$ cat config.mk
export PLATFORM = sky130hd
export DESIGN_NAME = hashed_chain_node_cache
export DESIGN_NICKNAME = d
export VERILOG_FILES = /design/src/design/hcnc_pkg.sv /design/src/design/hcnc_ram.sv /design/src/design/hcnc_seq.sv /design/src/design/hashed_chain_node_cache.sv
export SDC_FILE = /design/constraint.sdc
export NUM_CORES = 2
export LEC_CHECK = 0
export BUFFER_PORTS_ARGS = -buffer_cell sky130_fd_sc_hd__buf_2
export CAP_MARGIN = 40
export CORE_ASPECT_RATIO = 1.5
export CORE_MARGIN = 2
export CORE_UTILIZATION = 45
export DETAILED_ROUTE_END_ITERATION = 8
export PLACE_DENSITY = 0.59
export SLEW_MARGIN = 15
export SYNTH_ARGS = -nofsm -noshare
export SYNTH_HDL_FRONTEND = slang
export SYNTH_SLANG_ARGS = --single-unit
$ cat constraint.sdc
create_clock -name clock -period 5.7 [get_ports clock]
set_clock_uncertainty 0.05 [all_clocks]
set_input_delay 1.14 -clock clock [delete_from_list [all_inputs] [get_ports clock]]
set_output_delay 1.14 -clock clock [all_outputs]
set_load 0.01 [all_outputs]
$ cat src/design/hcnc_pkg.sv
// ----------------------------------------------------------------------------
// hcnc_pkg
// Shared types and constants of the hashed chain node cache.
// ----------------------------------------------------------------------------
`default_nettype none
package hcnc_pkg;

   localparam int SLOTS   = 64;
   localparam int BUCKETS = 16;
   localparam int SLOT_W  = $clog2(SLOTS);
   localparam int BKT_W   = $clog2(BUCKETS);
   localparam int CNT_W   = $clog2(SLOTS + 1);
   localparam int BCNT_W  = $clog2(BUCKETS + 1);
   localparam int TAG_W   = 32;

   localparam logic [2:0] ACT_LOOKUP   = 3'd0;
   localparam logic [2:0] ACT_CREATE   = 3'd1;
   localparam logic [2:0] ACT_RESERVE  = 3'd2;
   localparam logic [2:0] ACT_DIRTY    = 3'd3;
   localparam logic [2:0] ACT_MAINTAIN = 3'd4;

   localparam logic [1:0] ALLOC_NONE = 2'd0;
   localparam logic [1:0] ALLOC_USED = 2'd1;
   localparam logic [1:0] ALLOC_FREE = 2'd2;

   localparam logic [1:0] REG_CHAIN_KEEP = 2'd0;
   localparam logic [1:0] REG_TRIM_LEVEL = 2'd1;
   localparam logic [1:0] REG_NODE_LIMIT = 2'd2;

   localparam logic [6:0]  CHAIN_KEEP_RST = 7'd2;
   localparam logic [6:0]  TRIM_LEVEL_RST = 7'd48;
   localparam logic [31:0] NODE_LIMIT_RST = 32'hFFFF_FFFF;

   typedef struct packed {
      logic [TAG_W-1:0]  tag;
      logic [SLOT_W-1:0] link;
      logic [1:0]        alloc;
      logic              dirty;
   } mem_word_type;

   typedef struct packed {
      logic [6:0]  chain_keep;
      logic [6:0]  trim_level;
      logic [31:0] node_limit;
   } cfg_type;

   typedef struct packed {
      logic        valid;
      logic        kind;
      logic [5:0]  slot;
      logic [31:0] node_number;
      logic        hit;
      logic        was_dirty;
      logic        limit_error;
      logic        last;
   } rsp_type;

endpackage
`default_nettype wire

$ cat src/design/hcnc_ram.sv
// ----------------------------------------------------------------------------
// hcnc_ram
// Generic single-write, single-read RAM with registered read data.
// ----------------------------------------------------------------------------
`default_nettype none
module hcnc_ram #(
   parameter int WIDTH = 8,
   parameter int DEPTH = 64
) (
   input  wire logic                     clock,
   input  wire logic                     wr_en,
   input  wire logic [$clog2(DEPTH)-1:0] wr_addr,
   input  wire logic [WIDTH-1:0]         wr_data,
   input  wire logic [$clog2(DEPTH)-1:0] rd_addr,
   output logic      [WIDTH-1:0]         rd_data
);

   logic [WIDTH-1:0] mem [DEPTH];

   always_ff @(posedge clock) begin
      if (wr_en) begin
         mem[wr_addr] <= wr_data;
      end
      rd_data <= mem[rd_addr];
   end

endmodule
`default_nettype wire

$ cat src/design/hcnc_seq.sv
// ----------------------------------------------------------------------------
// hcnc_seq
// Sequencer: chain walk, allocation, trim and answers over the slot memory.
// ----------------------------------------------------------------------------
`default_nettype none
module hcnc_seq
   import hcnc_pkg::*;
(
   input  wire logic        clock,
   input  wire logic        reset,
   input  wire logic        start,
   output logic             busy,
   input  wire logic [2:0]  req_action,
   input  wire logic [31:0] req_node_id,
   input  wire logic        req_move_to_front,
   input  wire logic [5:0]  req_slot_ref,
   input  wire logic        req_use_hint,
   input  wire cfg_type     cfg,
   output rsp_type          rsp
);

   typedef enum logic [4:0] {
      S_IDLE, S_HINT, S_WALK_RD, S_WALK_CHK, S_MTF_PREV, S_MTF_CUR,
      S_ALLOC, S_ALLOC2, S_POP, S_SCAN, S_ATTACH,
      S_TR_BKT, S_TR_RD, S_TR_CHK, S_MARK, S_DONE
   } state_type;

   state_type         state_ff;
   logic [SLOTS-1:0]  valid_ff, used_ff;
   logic              vq_ff;
   logic [SLOT_W-1:0] head_ff [BUCKETS];
   logic [SLOT_W-1:0] free_ff, sp_ff, scan_i_ff;
   logic [CNT_W-1:0]  occ_ff, n_ff;
   logic [BCNT_W-1:0] bkt_ff;
   logic [31:0]       counter_ff;
   logic [31:0]       id_ff, tag_ff;
   logic              mtf_ff, dirty_ff, ret_alloc_ff;
   logic [5:0]        sref_ff;
   logic [SLOT_W-1:0] cur_ff, prev_ff, first_ff;
   mem_word_type      curw_ff, prevw_ff;
   logic [SLOT_W-1:0] ans_slot_ff;
   logic [31:0]       ans_num_ff;
   logic              ans_hit_ff, ans_lim_ff;
   rsp_type           rsp_ff;

   logic              wr_en;
   logic [SLOT_W-1:0] wr_addr, rd_addr, sp_in;
   mem_word_type      wr_data, ram_q, q;
   logic [BKT_W-1:0]  h;
   logic              sref_ok;

   hcnc_ram #(.WIDTH($bits(mem_word_type)), .DEPTH(SLOTS)) u_ram (
      .clock   (clock),
      .wr_en   (wr_en),
      .wr_addr (wr_addr),
      .wr_data (wr_data),
      .rd_addr (rd_addr),
      .rd_data (ram_q)
   );

   assign q       = vq_ff ? ram_q : '0;
   assign h       = BKT_W'(tag_ff % BUCKETS);
   assign sref_ok = (32'(sref_ff) < SLOTS);
   assign sp_in   = (sp_ff >= SLOT_W'(SLOTS - 1)) ? SLOT_W'(1) : sp_ff + SLOT_W'(1);
   assign busy    = (state_ff != S_IDLE);
   assign rsp     = rsp_ff;

   always_comb begin
      rd_addr = cur_ff;
      wr_en   = 1'b0;
      wr_addr = cur_ff;
      wr_data = q;
      case (state_ff)
         S_IDLE: begin
            rd_addr = req_slot_ref[SLOT_W-1:0];
         end
         S_ALLOC2: begin
            rd_addr = free_ff;
         end
         S_MTF_PREV: begin
            wr_en        = 1'b1;
            wr_addr      = prev_ff;
            wr_data      = prevw_ff;
            wr_data.link = curw_ff.link;
         end
         S_MTF_CUR: begin
            wr_en        = 1'b1;
            wr_data      = curw_ff;
            wr_data.link = first_ff;
         end
         S_ATTACH: begin
            wr_en   = 1'b1;
            wr_data = '{tag: tag_ff, link: head_ff[h], alloc: ALLOC_USED, dirty: dirty_ff};
         end
         S_TR_CHK: begin
            if (32'(n_ff) >= 32'(cfg.chain_keep)) begin
               wr_en         = 1'b1;
               wr_data.link  = free_ff;
               wr_data.alloc = ALLOC_FREE;
            end else if (32'(n_ff) + 1 == 32'(cfg.chain_keep)) begin
               wr_en        = 1'b1;
               wr_data.link = '0;
            end
         end
         S_MARK: begin
            wr_addr       = sref_ff[SLOT_W-1:0];
            wr_en         = (sref_ff != 6'd0) && sref_ok;
            wr_data.dirty = 1'b1;
         end
         default: begin
         end
      endcase
   end

   always_ff @(posedge clock) begin
      if (reset) begin
         state_ff   <= S_IDLE;
         valid_ff   <= '0;
         used_ff    <= '0;
         vq_ff      <= 1'b0;
         free_ff    <= '0;
         sp_ff      <= SLOT_W'(1);
         occ_ff     <= CNT_W'(1);
         counter_ff <= '0;
         rsp_ff     <= '0;
         for (int i = 0; i < BUCKETS; i++) begin
            head_ff[i] <= '0;
         end
      end else begin
         vq_ff        <= valid_ff[rd_addr];
         rsp_ff.valid <= 1'b0;
         if (wr_en) begin
            valid_ff[wr_addr] <= 1'b1;
            if (wr_data.alloc != ALLOC_NONE) begin
               used_ff[wr_addr] <= 1'b1;
            end
         end
         case (state_ff)
            S_IDLE: begin
               if (start) begin
                  id_ff       <= req_node_id;
                  mtf_ff      <= req_move_to_front;
                  sref_ff     <= req_slot_ref;
                  cur_ff      <= head_ff[BKT_W'(req_node_id % BUCKETS)];
                  first_ff    <= head_ff[BKT_W'(req_node_id % BUCKETS)];
                  prev_ff     <= '0;
                  n_ff        <= '0;
                  ans_slot_ff <= '0;
                  ans_hit_ff  <= 1'b0;
                  ans_lim_ff  <= 1'b0;
                  ans_num_ff  <= '0;
                  dirty_ff    <= (req_action == ACT_CREATE);
                  tag_ff      <= (req_action == ACT_CREATE) ? counter_ff : req_node_id;
                  case (req_action)
                     ACT_LOOKUP: begin
                        ans_num_ff <= req_node_id;
                        state_ff   <= req_use_hint ? S_HINT : S_WALK_RD;
                     end
                     ACT_CREATE: begin
                        ans_num_ff <= counter_ff;
                        ans_lim_ff <= (counter_ff + 32'd1 == cfg.node_limit);
                        counter_ff <= counter_ff + 32'd1;
                        state_ff   <= S_ALLOC;
                     end
                     ACT_RESERVE: begin
                        ans_num_ff <= counter_ff;
                        counter_ff <= counter_ff + 32'd1;
                        state_ff   <= S_DONE;
                     end
                     ACT_DIRTY: begin
                        state_ff <= S_MARK;
                     end
                     ACT_MAINTAIN: begin
                        ret_alloc_ff <= 1'b0;
                        bkt_ff       <= '0;
                        state_ff     <= (32'(occ_ff) >= 32'(cfg.trim_level)) ? S_TR_BKT
                                                                            : S_DONE;
                     end
                     default: begin
                        state_ff <= S_DONE;
                     end
                  endcase
               end
            end
            S_HINT: begin
               if (sref_ok && q.alloc == ALLOC_USED && q.tag == id_ff) begin
                  ans_slot_ff <= sref_ff[SLOT_W-1:0];
                  ans_hit_ff  <= 1'b1;
                  state_ff    <= S_DONE;
               end else begin
                  state_ff <= S_WALK_RD;
               end
            end
            S_WALK_RD: begin
               state_ff <= (cur_ff == '0 || 32'(n_ff) >= SLOTS) ? S_ALLOC : S_WALK_CHK;
            end
            S_WALK_CHK: begin
               curw_ff <= q;
               if (q.tag == id_ff) begin
                  ans_slot_ff <= cur_ff;
                  ans_hit_ff  <= 1'b1;
                  state_ff    <= (mtf_ff && prev_ff != '0) ? S_MTF_PREV : S_DONE;
               end else begin
                  prev_ff  <= cur_ff;
                  prevw_ff <= q;
                  cur_ff   <= q.link;
                  n_ff     <= n_ff + CNT_W'(1);
                  state_ff <= S_WALK_RD;
               end
            end
            S_MTF_PREV: begin
               state_ff <= S_MTF_CUR;
            end
            S_MTF_CUR: begin
               head_ff[h] <= cur_ff;
               state_ff   <= S_DONE;
            end
            S_ALLOC: begin
               if (32'(occ_ff) >= SLOTS) begin
                  ret_alloc_ff <= 1'b1;
                  bkt_ff       <= '0;
                  state_ff     <= S_TR_BKT;
               end else begin
                  state_ff <= S_ALLOC2;
               end
            end
            S_ALLOC2: begin
               scan_i_ff <= '0;
               if (32'(occ_ff) >= SLOTS) begin
                  state_ff <= S_DONE;
               end else if (free_ff != '0) begin
                  state_ff <= S_POP;
               end else begin
                  state_ff <= S_SCAN;
               end
            end
            S_POP: begin
               cur_ff   <= free_ff;
               free_ff  <= q.link;
               occ_ff   <= occ_ff + CNT_W'(1);
               state_ff <= S_ATTACH;
            end
            S_SCAN: begin
               sp_ff <= sp_in;
               if (!used_ff[sp_in]) begin
                  cur_ff   <= sp_in;
                  occ_ff   <= occ_ff + CNT_W'(1);
                  state_ff <= S_ATTACH;
               end else if (scan_i_ff == SLOT_W'(SLOTS - 1)) begin
                  state_ff <= S_DONE;
               end else begin
                  scan_i_ff <= scan_i_ff + SLOT_W'(1);
               end
            end
            S_ATTACH: begin
               head_ff[h]  <= cur_ff;
               ans_slot_ff <= cur_ff;
               state_ff    <= S_DONE;
            end
            S_TR_BKT: begin
               if (32'(bkt_ff) == BUCKETS) begin
                  state_ff <= ret_alloc_ff ? S_ALLOC2 : S_DONE;
               end else begin
                  cur_ff <= head_ff[bkt_ff[BKT_W-1:0]];
                  n_ff   <= '0;
                  if (cfg.chain_keep == 7'd0) begin
                     head_ff[bkt_ff[BKT_W-1:0]] <= '0;
                  end
                  state_ff <= S_TR_RD;
               end
            end
            S_TR_RD: begin
               if (cur_ff == '0 || 32'(n_ff) >= SLOTS) begin
                  bkt_ff   <= bkt_ff + BCNT_W'(1);
                  state_ff <= S_TR_BKT;
               end else begin
                  state_ff <= S_TR_CHK;
               end
            end
            S_TR_CHK: begin
               if (32'(n_ff) >= 32'(cfg.chain_keep)) begin
                  rsp_ff <= '{valid: 1'b1, kind: 1'b0, slot: 6'(cur_ff),
                              node_number: q.tag, hit: 1'b0, was_dirty: q.dirty,
                              limit_error: 1'b0, last: 1'b0};
                  free_ff <= cur_ff;
                  if (occ_ff != '0) begin
                     occ_ff <= occ_ff - CNT_W'(1);
                  end
               end
               cur_ff   <= q.link;
               n_ff     <= n_ff + CNT_W'(1);
               state_ff <= S_TR_RD;
            end
            S_MARK: begin
               if (sref_ff != 6'd0 && sref_ok) begin
                  ans_slot_ff <= sref_ff[SLOT_W-1:0];
                  ans_num_ff  <= q.tag;
               end
               state_ff <= S_DONE;
            end
            S_DONE: begin
               rsp_ff <= '{valid: 1'b1, kind: 1'b1, slot: 6'(ans_slot_ff),
                           node_number: ans_num_ff, hit: ans_hit_ff, was_dirty: 1'b0,
                           limit_error: ans_lim_ff, last: 1'b1};
               state_ff <= S_IDLE;
            end
            default: begin
               state_ff <= S_IDLE;
            end
         endcase
      end
   end

endmodule
`default_nettype wire

$ cat src/design/hashed_chain_node_cache.sv
// ----------------------------------------------------------------------------
// hashed_chain_node_cache
// Slot manager for a node cache with hashed chains, move to front and trim.
//
// Input: an item is transferred when start is high and busy is low; busy
// stays high until the item's final answer has been issued.
// Results: each result is shown for one cycle with rsp_valid high. Zero or
// more eviction notices (rsp_kind 0) come first, then one final answer with
// rsp_last high, shown in the cycle where busy is low again.
// Steps: a lookup may first check the hinted slot, then walks its bucket's
// chain slot by slot; a hit may move the slot to the front of the chain. A
// miss or a create takes a slot from the free list, else scans for an unused
// slot, trimming all chains first when the cache is full; a maintain trims
// when occupancy has reached the trim level.
// Slot memory is read one entry per cycle, which sets the pace.
// Configuration: APB writes at byte addresses 0, 4 and 8, one wait-free access.
// Reset: synchronous; slot memory reads as zero through per-slot valid bits,
// so no clearing pass runs and items are accepted in the cycle after reset.
// The receiver cannot stall: results leave on their strobe.
// ----------------------------------------------------------------------------
`default_nettype none
module hashed_chain_node_cache
   import hcnc_pkg::*;
(
   input  wire logic        clock,
   input  wire logic        reset,
   input  wire logic        start,
   output logic             busy,
   input  wire logic [2:0]  req_action,
   input  wire logic [31:0] req_node_id,
   input  wire logic        req_move_to_front,
   input  wire logic [5:0]  req_slot_ref,
   input  wire logic        req_use_hint,
   output logic             rsp_valid,
   output logic             rsp_kind,
   output logic [5:0]       rsp_slot,
   output logic [31:0]      rsp_node_number,
   output logic             rsp_hit,
   output logic             rsp_was_dirty,
   output logic             rsp_limit_error,
   output logic             rsp_last,
   input  wire logic        csr_psel,
   input  wire logic        csr_penable,
   input  wire logic        csr_pwrite,
   input  wire logic [3:0]  csr_paddr,
   input  wire logic [31:0] csr_pwdata,
   output logic [31:0]      csr_prdata,
   output logic             csr_pready
);

   cfg_type cfg_ff;
   rsp_type rsp;
   logic    csr_wr;

   assign csr_pready = 1'b1;
   assign csr_wr     = csr_psel && csr_penable && csr_pwrite;

   always_ff @(posedge clock) begin
      if (reset) begin
         cfg_ff.chain_keep <= CHAIN_KEEP_RST;
         cfg_ff.trim_level <= TRIM_LEVEL_RST;
         cfg_ff.node_limit <= NODE_LIMIT_RST;
      end else if (csr_wr) begin
         case (csr_paddr[3:2])
            REG_CHAIN_KEEP: cfg_ff.chain_keep <= csr_pwdata[6:0];
            REG_TRIM_LEVEL: cfg_ff.trim_level <= csr_pwdata[6:0];
            REG_NODE_LIMIT: cfg_ff.node_limit <= csr_pwdata;
            default: begin
            end
         endcase
      end
   end

   always_comb begin
      case (csr_paddr[3:2])
         REG_CHAIN_KEEP: csr_prdata = 32'(cfg_ff.chain_keep);
         REG_TRIM_LEVEL: csr_prdata = 32'(cfg_ff.trim_level);
         REG_NODE_LIMIT: csr_prdata = cfg_ff.node_limit;
         default:        csr_prdata = '0;
      endcase
   end

   hcnc_seq u_seq (
      .clock             (clock),
      .reset             (reset),
      .start             (start),
      .busy              (busy),
      .req_action        (req_action),
      .req_node_id       (req_node_id),
      .req_move_to_front (req_move_to_front),
      .req_slot_ref      (req_slot_ref),
      .req_use_hint      (req_use_hint),
      .cfg               (cfg_ff),
      .rsp               (rsp)
   );

   assign rsp_valid       = rsp.valid;
   assign rsp_kind        = rsp.kind;
   assign rsp_slot        = rsp.slot;
   assign rsp_node_number = rsp.node_number;
   assign rsp_hit         = rsp.hit;
   assign rsp_was_dirty   = rsp.was_dirty;
   assign rsp_limit_error = rsp.limit_error;
   assign rsp_last        = rsp.last;

endmodule
`default_nettype wire

==> metrics.md <==
| Metric | Value |
|---|---|
| Status | finished, final reports clean |
| Adder-cell share of the synthesized area | 0.002486 |
| Antenna Violating Nets Remaining | 0 |
| CTS tree | yes |
| Vias in the first global route | approximately 86000 |
| Main flop type after synthesis | edfxtp_1 |
| Total I/O pin count | approximately 160 |
| Worst hold path class | in2reg |
| Pre-antenna DRT Iters | 9 |
| First-pass GRT wire length | 580500 um |
| Placer congestion estimate | approximately 0.9 |
| WS Path Type | reg2reg |
| Post-synth EDFFs | 2945 |
| Overall global routing resource usage | 0.2570 |
| Power Density | about 570 mW/mm^2 |
| Initial Utilization | 0.4517 |
| Nets | ~11000 |
| CTS resizes | 0 |
| Hold Path End | cfg_ff[31] |
| CP Capture Type | register |
| Hold-critical path depth | 2 |
| Lkg Pwr | between 0.05 and 0.06 uW |
| Fin crit period | 5.283 ns |
| Die height | 672.1 um |
| Largest net degree at the start of global routing | 148 |
| Via count | approximately 89000 |
| CTS Hold Buffers Added | 0 |
| RR Startpoint | u_seq.state_ff[1] |
| Post-synth ARST share | 0 |
| Final wirelength | between 400000 and 500000 um |
| Postcts setup bufs | 0 |
| Switching Share | 0.3950 |
| Most frequent cells after synthesis | edfxtp_1 (2945), nand2_1 (2137), nand3_1 (705) |
| Port buffer count | 159 |
| Final Hold Fails | 0 |
| Hpwl dp | around 250000 um |
| TritonCTS Buffers | 308 |
| Slew headroom | 0.3379 |
| Post-synthesis xor/xnor area fraction | 0.007326 |
| Clk root buf | clkbuf_16 |
| Design Area, Final | 0.1536 mm^2 |
| Worst-skew pair later-pin latency | 0.90 ns |
| DRC viols | 0 |
| Final Max Slew Viols | 0 |
| Layout cells sized above 1 | 0.1371 |
| Vias per cell | approximately 6.0 |
| FF-to-FF End | u_seq.u_ram.rd_data[39] |
| Yosys top cell by area | edfxtp_1 |
| Setup crit start kind | register |
| Wire per inst | 27.28 um |
| Fillers | between 20000 and 25000 |
| Total of max-cap violations | 0 |
| Util after Layout | 0.5182 |
| Multiplexer share of the synthesized area | 0.03807 |
| Core area | about 0.30 mm^2 |
| Reg power frac | 0.363 |
| Post-Layout Cell Count | ~15000 |
| Psw | 34390 uW |
| Die width | 449.4 um |
| FMAX | roughly 190 MHz |
| Post-synth cell types | 90 |
| Avg Synthesized Cell Area | roughly 13 um^2 |
| YS warnings | 0 |
| Gate power share | 0.399 |
| H-tree levels | 5 |
| Placed instance area | 0.1436 mm^2 |
| Synth Cell Area | between 0.1 and 0.15 mm^2 |
| Worst-path clk slew | roughly 0.07 ns |
| Syn_nets | 10326 |
| Internal power | 52670 uW |
| Worst Path Arrival | between 6 and 7 ns |
| R2R setup slack | approximately 0.42 ns |
| Setup TNS | 0 ns |
| Sequential share of the synthesized area | 0.7086 |
| DR iter-0 viols | a little under 9000 |
| Share of the synthesized area in the top cell type | 0.6605 |
| Largest family of logic cells by synthesized area | simple AND/OR/NAND/NOR gates |
| RSZ-0062 raised after global routing | no |
| Synth Area in Simple Gates | 0.1257 |
| Largest cells by area after synthesis | edfxtp_1 (66%), nand2_1 (6.0%), dfxtp_1 (4.8%), nand3_1 (2.6%), mux2i_1 (1.8%) |
| Synth Register Bits | between 3000 and 4000 |
| GRT overflow | 0 |
| Post-Synthesis Cells | a little over 10000 |
| Die footprint | approximately 0.3 mm^2 |
| CTS sink count | between 3000 and 4000 |
| Slew @ Worst Pin | 0.9931 ns |
| Clk pwr share | 0.238 |
| Setup violations, final | 0 |
| Clk buf depth | 4 |
| Worst ir drop on vdd | between 0.0008 and 0.0009 V |
| Compound-cell area share of the yosys netlist | 0.08834 |
| Critical path fanouts, max | 78 |
| Dpl cells | between 10000 and 15000 |
| Final period utilization | 0.9269 |
| Worst EP required | approximately 6.5 ns |
| Initial antenna violation count | 20 |
| Most numerous cell in the Yosys netlist | edfxtp_1 |
| Hold path start | csr_pwdata[31] |
| Site row count | around 250 |
| Area Growth Syn to Fin | 14.74% |
| R2R cell count | 12 |
power groups by stage:
stage / combinational [uW] / sequential, uW / clock [uW]
3_5_place_dp: 34400 / 32100 / 0
2_1_floorplan: 19900 / 32100 / 0
4_1_cts: 34500 / 31600 / 21000
5_1_grt: 37000 / 31600 / 21900
6_report: 34800 / 31600 / 20700
3_3_place_gp: 33700 / 32000 / 0
stage by stage:
step / hold slack (ns) / total power (uW) / setup WS (ns)
after floorplan: 0.3765 / 51950 / 0.1484
after global placement: 0.3885 / 65730 / 0.4831
after detailed placement: 0.3902 / 66490 / 0.6023
after CTS: 0.3445 / 87080 / 0.5912
after global routing: 0.3758 / 90510 / 0.3919
final: 0.4005 / 87050 / 0.4168
worst max path at each step:
stage / cells past startpoint / to / start
after floorplan: 9 / u_seq.u_ram.mem[0][1] / u_seq.n_ff[4]
after global placement: 12 / u_seq.u_ram.rd_data[29] / u_seq.state_ff[1]
after detailed placement: 12 / u_seq.u_ram.rd_data[35] / u_seq.state_ff[1]
after CTS: 12 / u_seq.u_ram.rd_data[35] / u_seq.state_ff[1]
after global routing: 12 / u_seq.u_ram.rd_data[39] / u_seq.state_ff[1]
final: 12 / u_seq.u_ram.rd_data[39] / u_seq.state_ff[1]
state kept, by name (all words and copies together) (netlist names), 35 cells and up, named ones only:
signal,cells
u_seq.prevw_ff,35
u_seq.u_ram.rd_data,41
u_seq.head_ff,96
u_seq.curw_ff,41
u_seq.rsp,43
u_seq.used_ff,64
u_seq.valid_ff,64
cfg_ff,46
u_seq.u_ram.mem,2624
per-layer routing:
| metal | vias to the layer above | track usage | part of all wire |
|---|---|---|---|
| li1 | 39011 | - | - |
| met1 | 45079 | 0.3147 | 0.38 |
| met2 | 3661 | 0.4555 | 0.51 |
| met3 | 828 | 0.03102 | 0.064 |
| met4 | 0 | 0.1125 | 0.047 |
| met5 | - | 0 | 0 |
logic make-up after synthesis:
logic type / after synthesis
fa+ha+maj: 26
xor+xnor: 112
simple gates: 3856
other cells: 1
flops: 3267
compound gates: 1634
mux: 387
buf+inv: 932
cell type report:
cell class	count	area (um^2)	area share
clock buffer	403	8512	0.05541
clock inverter	144	1454	0.009464
timing repair buffer	702	6822	0.04441
tap	3952	4945	0.03219
sequential	3267	94880	0.6176
antenna	11	27.53	0.0001792
inverter	193	725.7	0.004724
multi-input combinational	6016	36250	0.2360
worst max-delay path, stage by stage (launching register included):
cell and delay, ns:
dfxtp_1 0.92, nor4_4 0.23, inv_2 0.29, and3_1 0.73
or2_4 0.53, buf_12 0.44, buf_12 0.29, nand2_1 0.08
a32oi_1 0.22, a31oi_1 0.14, nor4_1 0.79, buf_4 0.25
a22o_1 0.13
cells in the final DEF, fill, tap and decap left out, types with 171 or more instances in the layout:
cell,count
mux2i_1,246
buf_4,381
and3_1,196
clkbuf_16,322
edfxtp_1,2945
nand3_1,703
inv_1,190
nand2_1,2127
a21oi_1,171
a31oi_1,305
a32oi_1,177
nor2_1,366
dfxtp_1,321
Power figures use the tool's default switching activity.
